**src/rtl/complex_kronecker_product_defines.svh**
```systemverilog
// Assertion macros shared by the RTL of the Kronecker product block.
// Both expect signals clk and rst_n in the scope where they are used.
`ifndef COMPLEX_KRONECKER_PRODUCT_DEFINES_SVH
`define COMPLEX_KRONECKER_PRODUCT_DEFINES_SVH

// Same-cycle implication, checked out of reset
`define CKP_ASSERT_NOW(label, ante, cons, msg) \
  label: assert property (@(posedge clk) disable iff (!rst_n) (ante) |-> (cons)) \
    else $error(msg);

// Next-cycle implication, checked out of reset
`define CKP_ASSERT_NEXT(label, ante, cons, msg) \
  label: assert property (@(posedge clk) disable iff (!rst_n) (ante) |=> (cons)) \
    else $error(msg);

`endif

```
**src/rtl/ckp_pkg.sv**
```systemverilog
package ckp_pkg;

  // Field widths
  localparam int IDX_W     = 10;
  localparam int AMP_W     = 16;
  localparam int OUT_IDX_W = 16;
  localparam int CFG_W     = 3;

  // Second-vector store geometry
  localparam int MAX_B_QUBITS = 6;
  localparam int B_DEPTH      = 1 << MAX_B_QUBITS;
  localparam int B_AW         = MAX_B_QUBITS;
  localparam int B_W          = 2 * AMP_W;

  // Packed stream widths
  localparam int IN_DATA_W  = 48;
  localparam int OUT_DATA_W = 48;

  // Product and accumulator widths (Q2.30 products, Q3.30 sum of two products)
  localparam int PROD_W = 2 * AMP_W;
  localparam int ACC_W  = PROD_W + 1;
  localparam int SHR_W  = ACC_W + 1 - (AMP_W - 1);

  // Q3.30 to Q1.15: round to nearest with ties up, then saturate
  function automatic logic signed [AMP_W-1:0] round_q15(input logic signed [ACC_W-1:0] x);
    logic signed [ACC_W:0]   biased;
    logic signed [SHR_W-1:0] shifted;
    biased  = {x[ACC_W-1], x} + (ACC_W+1)'(1 << (AMP_W - 2));
    shifted = biased[ACC_W:AMP_W-1];
    if (shifted > SHR_W'(signed'((1 << (AMP_W - 1)) - 1))) begin
      return {1'b0, {(AMP_W-1){1'b1}}};
    end else if (shifted < -SHR_W'(signed'(1 << (AMP_W - 1)))) begin
      return {1'b1, {(AMP_W-1){1'b0}}};
    end else begin
      return shifted[AMP_W-1:0];
    end
  endfunction

endpackage

```
**src/rtl/ckp_ram.sv**
```systemverilog
// Simple dual-port RAM, one write and one registered read port
module ckp_ram #(
  parameter int WIDTH = 32,
  parameter int DEPTH = 64
) (
  input  logic                     clk,
  input  logic                     we,
  input  logic [$clog2(DEPTH)-1:0] waddr,
  input  logic [WIDTH-1:0]         wdata,
  input  logic                     re,
  input  logic [$clog2(DEPTH)-1:0] raddr,
  output logic [WIDTH-1:0]         rdata
);

  logic [WIDTH-1:0] mem [DEPTH];
  logic [WIDTH-1:0] rdata_r;

  always_ff @(posedge clk) begin
    if (we) begin
      mem[waddr] <= wdata;
    end
    if (re) begin
      rdata_r <= mem[raddr];
    end
  end

  assign rdata = rdata_r;

endmodule

```
**src/rtl/complex_kronecker_product.sv**
```systemverilog
// Store request: accepted whenever the block is idle, no result.
// Multiply request: each result takes a store read, four multiply steps on one
// shared 16x16 multiplier and an output load; the item stays busy for all
// 2^b_qubits results plus any output stall, then the block is ready again.
// Reset (rst_n low, synchronous) clears control state and b_qubits; the store
// holds nothing defined until written.
`include "complex_kronecker_product_defines.svh"

module complex_kronecker_product import ckp_pkg::*; (
  input  logic                  clk,
  input  logic                  rst_n,
  // config: b_qubits
  input  logic                  cfg_we,
  input  logic [CFG_W-1:0]      cfg_wdata,
  // in_tdata: elem_index[9:0], amp_re[25:10], amp_im[41:26], zero pad [47:42]
  input  logic                  in_tvalid,
  output logic                  in_tready,
  input  logic [IN_DATA_W-1:0]  in_tdata,
  // in_tuser: req_type
  input  logic                  in_tuser,
  // out_tdata: out_index[15:0], prod_re[31:16], prod_im[47:32]
  output logic                  out_tvalid,
  input  logic                  out_tready,
  output logic [OUT_DATA_W-1:0] out_tdata,
  // out_tlast: row_last
  output logic                  out_tlast
);

  typedef enum logic [1:0] {ST_IDLE, ST_READ, ST_MAC, ST_FIN} state_t;

  state_t                  state_r, state_nxt;
  logic [1:0]              step_r, step_nxt;
  logic [B_AW-1:0]         j_r, j_nxt;
  logic [B_AW-1:0]         mask_r, mask_nxt;
  logic [OUT_IDX_W-1:0]    base_r, base_nxt;
  logic signed [AMP_W-1:0] a_re_r, a_re_nxt;
  logic signed [AMP_W-1:0] a_im_r, a_im_nxt;
  logic signed [ACC_W-1:0] acc_r, acc_nxt;
  logic signed [AMP_W-1:0] re_q_r, re_q_nxt;
  logic                    out_valid_r, out_valid_nxt;
  logic [OUT_DATA_W-1:0]   out_data_r, out_data_nxt;
  logic                    out_last_r, out_last_nxt;
  logic [CFG_W-1:0]        bq_r, bq_nxt;

  logic                    in_acc;
  logic [IDX_W-1:0]        in_idx;
  logic signed [AMP_W-1:0] in_re;
  logic signed [AMP_W-1:0] in_im;
  logic                    ram_we;
  logic                    ram_re;
  logic [B_W-1:0]          ram_rdata;
  logic signed [AMP_W-1:0] b_re;
  logic signed [AMP_W-1:0] b_im;
  logic signed [AMP_W-1:0] mul_a;
  logic signed [AMP_W-1:0] mul_b;
  logic signed [PROD_W-1:0] mul_p;
  logic                    slot_free;

  // Input unpack
  assign in_tready = (state_r == ST_IDLE);
  assign in_acc    = in_tvalid && in_tready;
  assign in_idx    = in_tdata[IDX_W-1:0];
  assign in_re     = in_tdata[IDX_W+AMP_W-1:IDX_W];
  assign in_im     = in_tdata[IDX_W+2*AMP_W-1:IDX_W+AMP_W];

  // Second-vector store; out-of-range store indexes are dropped
  assign ram_we = in_acc && !in_tuser && (in_idx[IDX_W-1:B_AW] == '0);
  assign ram_re = (state_r == ST_READ);

  ckp_ram #(
    .WIDTH(B_W),
    .DEPTH(B_DEPTH)
  ) u_b_store (
    .clk  (clk),
    .we   (ram_we),
    .waddr(in_idx[B_AW-1:0]),
    .wdata({in_im, in_re}),
    .re   (ram_re),
    .raddr(j_r),
    .rdata(ram_rdata)
  );

  assign b_re = ram_rdata[AMP_W-1:0];
  assign b_im = ram_rdata[B_W-1:AMP_W];

  // Shared multiplier: step 0 re*bre, 1 im*bim, 2 re*bim, 3 im*bre
  assign mul_a = step_r[0] ? a_im_r : a_re_r;
  assign mul_b = (step_r[0] ^ step_r[1]) ? b_im : b_re;
  assign mul_p = mul_a * mul_b;

  assign slot_free = !out_valid_r || out_tready;

  // Sequencer next state
  always_comb begin
    state_nxt     = state_r;
    step_nxt      = step_r;
    j_nxt         = j_r;
    mask_nxt      = mask_r;
    base_nxt      = base_r;
    a_re_nxt      = a_re_r;
    a_im_nxt      = a_im_r;
    acc_nxt       = acc_r;
    re_q_nxt      = re_q_r;
    out_data_nxt  = out_data_r;
    out_last_nxt  = out_last_r;
    out_valid_nxt = out_valid_r && !out_tready;
    bq_nxt        = bq_r;

    // b_qubits saturates to the store size
    if (cfg_we) begin
      bq_nxt = (cfg_wdata > CFG_W'(MAX_B_QUBITS)) ? CFG_W'(MAX_B_QUBITS) : cfg_wdata;
    end

    unique case (state_r)
      ST_IDLE: begin
        if (in_acc && in_tuser) begin
          a_re_nxt  = in_re;
          a_im_nxt  = in_im;
          base_nxt  = OUT_IDX_W'(in_idx) << bq_r;
          mask_nxt  = ~({B_AW{1'b1}} << bq_r);
          j_nxt     = '0;
          state_nxt = ST_READ;
        end
      end
      ST_READ: begin
        step_nxt  = '0;
        state_nxt = ST_MAC;
      end
      ST_MAC: begin
        unique case (step_r)
          2'd0: acc_nxt = {mul_p[PROD_W-1], mul_p};
          2'd1: acc_nxt = acc_r - {mul_p[PROD_W-1], mul_p};
          2'd2: begin
            re_q_nxt = round_q15(acc_r);
            acc_nxt  = {mul_p[PROD_W-1], mul_p};
          end
          default: acc_nxt = acc_r + {mul_p[PROD_W-1], mul_p};
        endcase
        step_nxt = step_r + 2'd1;
        if (step_r == 2'd3) begin
          state_nxt = ST_FIN;
        end
      end
      default: begin
        // hand the product to the output register once it is free
        if (slot_free) begin
          out_valid_nxt = 1'b1;
          out_data_nxt  = {round_q15(acc_r), re_q_r, base_r | OUT_IDX_W'(j_r)};
          out_last_nxt  = (j_r == mask_r);
          if (j_r == mask_r) begin
            state_nxt = ST_IDLE;
          end else begin
            j_nxt     = j_r + 1'b1;
            state_nxt = ST_READ;
          end
        end
      end
    endcase
  end

  // State and registered outputs
  always_ff @(posedge clk) begin
    if (!rst_n) begin
      state_r     <= ST_IDLE;
      step_r      <= '0;
      out_valid_r <= 1'b0;
      bq_r        <= '0;
    end else begin
      state_r     <= state_nxt;
      step_r      <= step_nxt;
      out_valid_r <= out_valid_nxt;
      bq_r        <= bq_nxt;
    end
    j_r        <= j_nxt;
    mask_r     <= mask_nxt;
    base_r     <= base_nxt;
    a_re_r     <= a_re_nxt;
    a_im_r     <= a_im_nxt;
    acc_r      <= acc_nxt;
    re_q_r     <= re_q_nxt;
    out_data_r <= out_data_nxt;
    out_last_r <= out_last_nxt;
  end

  assign out_tvalid = out_valid_r;
  assign out_tdata  = out_data_r;
  assign out_tlast  = out_last_r;

  // Checks
  `CKP_ASSERT_NEXT(a_mul_start, in_tvalid && in_tready && in_tuser,
    state_r == ST_READ && j_r == '0, "multiply request did not start at first entry")
  `CKP_ASSERT_NEXT(a_mac_done, state_r == ST_MAC && step_r == 2'd3,
    state_r == ST_FIN, "multiply steps did not end in output load")
  `CKP_ASSERT_NEXT(a_fin_load, state_r == ST_FIN && slot_free,
    out_valid_r, "finished product not presented")
  `CKP_ASSERT_NEXT(a_row_end, state_r == ST_FIN && slot_free && j_r == mask_r,
    state_r == ST_IDLE && out_last_r, "row did not close with last mark")

endmodule

```
**config.mk**
```make
export PLATFORM = sky130hd
export DESIGN_NAME = complex_kronecker_product
export DESIGN_NICKNAME = d
export VERILOG_FILES = /design/src/rtl/ckp_pkg.sv /design/src/rtl/ckp_ram.sv /design/src/rtl/complex_kronecker_product.sv
export VERILOG_INCLUDE_DIRS = /design/src /design/src/rtl
export SDC_FILE = /design/constraint.sdc
export NUM_CORES = 2
export LEC_CHECK = 0
export BUFFER_PORTS_ARGS = -buffer_cell sky130_fd_sc_hd__buf_2
export CAP_MARGIN = 10
export CELL_PAD_IN_SITES_DETAIL_PLACEMENT = 1
export CELL_PAD_IN_SITES_GLOBAL_PLACEMENT = 1
export CORE_UTILIZATION = 60
export DETAILED_ROUTE_END_ITERATION = 6
export PLACE_DENSITY = 0.91
export RECOVER_POWER = 100
export SLEW_MARGIN = 20
export SYNTH_ARGS = -nofsm -noshare
export SYNTH_HDL_FRONTEND = slang
export SYNTH_HIERARCHICAL = 1
export SYNTH_SLANG_ARGS = --single-unit
```
**constraint.sdc**
```tcl
create_clock -name clk -period 17.12 [get_ports clk]
set_input_delay 0 -clock clk [delete_from_list [all_inputs] [get_ports clk]]
set_output_delay 0 -clock clk [all_outputs]
set_load 0.03 [all_outputs]
```
==> results.md <==
* Status: finished, violations left
* Failing checks: design-rule violations, max-capacitance violations, max-slew violations
* Fill cells at 13300
* Placement row count at 148
* Min Clock Period, post-route at 14.35 ns
* Critical Path Fanout Max at 34
* Clock Skew at 0.0742 ns
* First-pass GRT wire length at 480000 um
* Root Buffer: clkbuf_16
* Vias in the first global route at 60700
* Reg clk slew, reported paths at 0.06 ns
* Worst R2R Start: step_r[0]
* Final-report max-slew violation count at 4526
* WP data required at 17.81 ns
* Smallest hold slack at 0.0365 ns
* Multiplexer share of the synthesized area at 14.3%
* Crit path capture type: flip-flop
* Clock latency on the worst-skew pair at 0.95 ns
* Core Box Area at 163000 um^2
* Hold Path Class: input port to flip-flop
* Crit Path Class: flip-flop to flip-flop
* Area contributors post-synth: edfxtp_1, mux4_2, fa_1
* Number of antenna violations at the first check in global routing at 45
* DR iter-0 viols at 11900
* Tightest Pin Transition at 4.52 ns
* Routed vias at 61800
* Slew HR at -202%
* Most common cell after layout, fill and taps aside: edfxtp_1
* Total global routing overflow at 0
* Post-synth ARST share at 0%
* Reg2reg setup slack at 2.77 ns
* Fmax at 0.0697 GHz
* Final setup fails at 0
* Setup TNS at 0 ns
* CP arrival at 15.03 ns
* Starting Density at 60.5%
* Fraction of layout instances using a drive strength above 1 at 18.5%
* Nets at 6064
* Yosys reg bits at 2246
* Share of the synthesized area in the top cell type at 68.3%
* Die Span X at 407 um
* Pin count of the biggest net entering global routing at 102
* Hold Vio Cnt, Final at 0
* Post-synth top flop: edfxtp_1
* Distinct cells, synth at 89
* Vias per cell at 7.73
* Syn Inst Count at 5325
* Hpwl dp at 171000 um
* EDFF count, synth at 2238
* Area delta synth->final at 11.0%
* Post-Synth Simple-Gate Area at 3.79%
* Maximum capacitance violations at 104
* Delay of the slowest critical-path stage at 1.70 ns
* CP dominant cell by count: ha_1
* Synthesized cell area at 98400 um^2
* Post-synth top area cell: edfxtp_1
* Worst setup endpoint: acc_r[32]
* Slowest-stage cell, CP: dfxtp_1
* DRC viols at 17
* DR WL/cell at 46.7 um
* Longest Clk Path Bufs at 3
* RSZ-0062 raised after global routing: no
* RD Place Congestion at 0.951
* Gates resized, CTS repair at 0
* Cells on worst reg2reg path at 33
* Launch point of the worst path: step_r[0]
* Final period util at 83.8%
* CTS Buf Count at 211
* CTS tree: built
* Count of input and output buffers at 101
* Final ANT Viol Nets at 0
* Post-synthesis compound-gate area fraction at 3.36%
* Mean post-synth cell area at 18.5 um^2
* Yosys warnings at 6
* WP depth at 33
* Post-Synth XOR/XNOR Area at 0.881%
* First drt pass iteration count at 7
* Most frequent cells in the layout: edfxtp_1, mux4_2, inv_1, nor2_1, fa_1
* Routed WL at 373000 um
* CP bufs+invs at 4
* Register area share after synthesis at 68.4%
* Syn_nets at 5770
* Largest family of logic cells by synthesized area: multiplexers
* Synth Area in Adders at 6.94%
* CP delay by family, top: adder cells
* IO Pins at 108
* Die area at 166000 um^2
* Startpoint Class: flip-flop
* H-tree Lvls at 4
* Clock Sinks at 2246
* FF-to-FF End: acc_r[32]
* Die height at 407 um
* Total GRT Usage at 42.6%
==> through the flow <==
stage | util, % | instances | instance area (um^2) | setup WS, ns
6_report | 67.1 | 7995 | 109000 | 2.77
5_1_grt | 67.1 | 7971 | 109000 | 2.21
4_1_cts | 67.4 | 7952 | 110000 | 4.94
3_5_place_dp | 62.8 | 7515 | 102000 | 5.15
3_3_place_gp | 62.8 | 7515 | 102000 | 5.45
2_1_floorplan | - | 5325 | 98400 | 6.03
==> kinds of logic (layout without fill, tap and decap cells) <==
kind of cell,count (synthesis),after routing
buf+inv,553,1020
flops,2246,2246
fa+ha+maj,388,388
xor+xnor,99,99
other cells,0,28
simple gates,819,819
compound gates,503,503
mux,717,717
==> worst min path at each step <==
stage	startpoint	endpoint	slack, ns	cells after the start
2_1_floorplan	in_tdata[26]	a_im_r[0]	0.1	0
5_1_grt	rst_n	out_tvalid	0.06	3
4_1_cts	in_tdata[38]	u_b_store/mem[37][28]	0.008	1
3_5_place_dp	cfg_wdata[2]	bq_r[2]	0.32	3
6_report	rst_n	out_tvalid	0.04	3
3_3_place_gp	cfg_wdata[1]	bq_r[1]	0.30	3
==> Yosys cell counts, types with 7 or more instances <==
| library cell | number |
|---|---|
| xor2_1 | 34 |
| clkbuf_1 | 114 |
| and3_1 | 17 |
| nor2b_1 | 34 |
| o32ai_1 | 7 |
| nor2_1 | 352 |
| and2_1 | 19 |
| o21a_1 | 16 |
| inv_1 | 319 |
| a211o_1 | 7 |
| edfxtp_1 | 2238 |
| o22ai_1 | 85 |
| ha_1 | 125 |
| nand3_1 | 36 |
| or2_2 | 18 |
| xnor2_1 | 65 |
| or3_1 | 9 |
| fa_1 | 263 |
| nand4_1 | 9 |
| buf_6 | 7 |
| a21o_1 | 28 |
| nand3b_1 | 10 |
| buf_1 | 27 |
| o21ai_0 | 80 |
| dfxtp_1 | 8 |
| a22oi_1 | 12 |
| mux4_2 | 544 |
| nand2_1 | 219 |
| a21oi_1 | 132 |
| mux2i_1 | 139 |
| a31oi_1 | 15 |
| nor3_1 | 37 |
| a311oi_1 | 9 |
| mux2_2 | 34 |
| o221ai_1 | 27 |
| buf_2 | 60 |
| nand2b_1 | 21 |
| a211oi_1 | 12 |
| buf_4 | 25 |
| o31ai_1 | 8 |
==> cell type report <==
type | count | area, um^2 | area share [%]
antenna | 28 | 70.1 | 0.0641
clock buffer | 249 | 5500 | 5.03
tap | 2175 | 2720 | 2.49
inverter | 320 | 1200 | 1.10
multi-input combinational | 2526 | 29100 | 26.6
sequential | 2246 | 67400 | 61.7
clock inverter | 137 | 1420 | 1.30
timing repair buffer | 314 | 1900 | 1.73
==> flip-flops by register name, summed over array words and instances (netlist names) <==
name and count:
out_tvalid 1, step_r 2, a_re_r 16, u_b_store/mem 2048
a_im_r 16, mask_r 6, u_b_store/rdata 32, j_r 6
re_q_r 16, base_r 16, acc_r 33, out_tlast 1
state_r 2, bq_r 3, out_tdata 48
==> timing repair <==
item	CTS	global route
setup buffers	0	0
hold endpoints to repair	1620	390
hold buffers	51	7
==> metal layers <==
layer	wire (um)	vias up	global-route usage [%]	part of all wire, %
met3	56100	2110	11.9	15
met2	169000	7444	66.0	45
met4	37300	26	29.1	10
li1	-	21500	-	-
met5	392	-	0.684	0.11
met1	111000	30700	52.4	30
==> tightest hold or removal path: cells and delay by family <==
kind	cells	cell delay [ns]
AO/OA/AOI/OAI	1	0.15
buffers and inverters	2	0.74
Power is left out: the tool's default activity adds up to more than one toggle a clock period on the data nets, which glitch-free logic cannot reach.
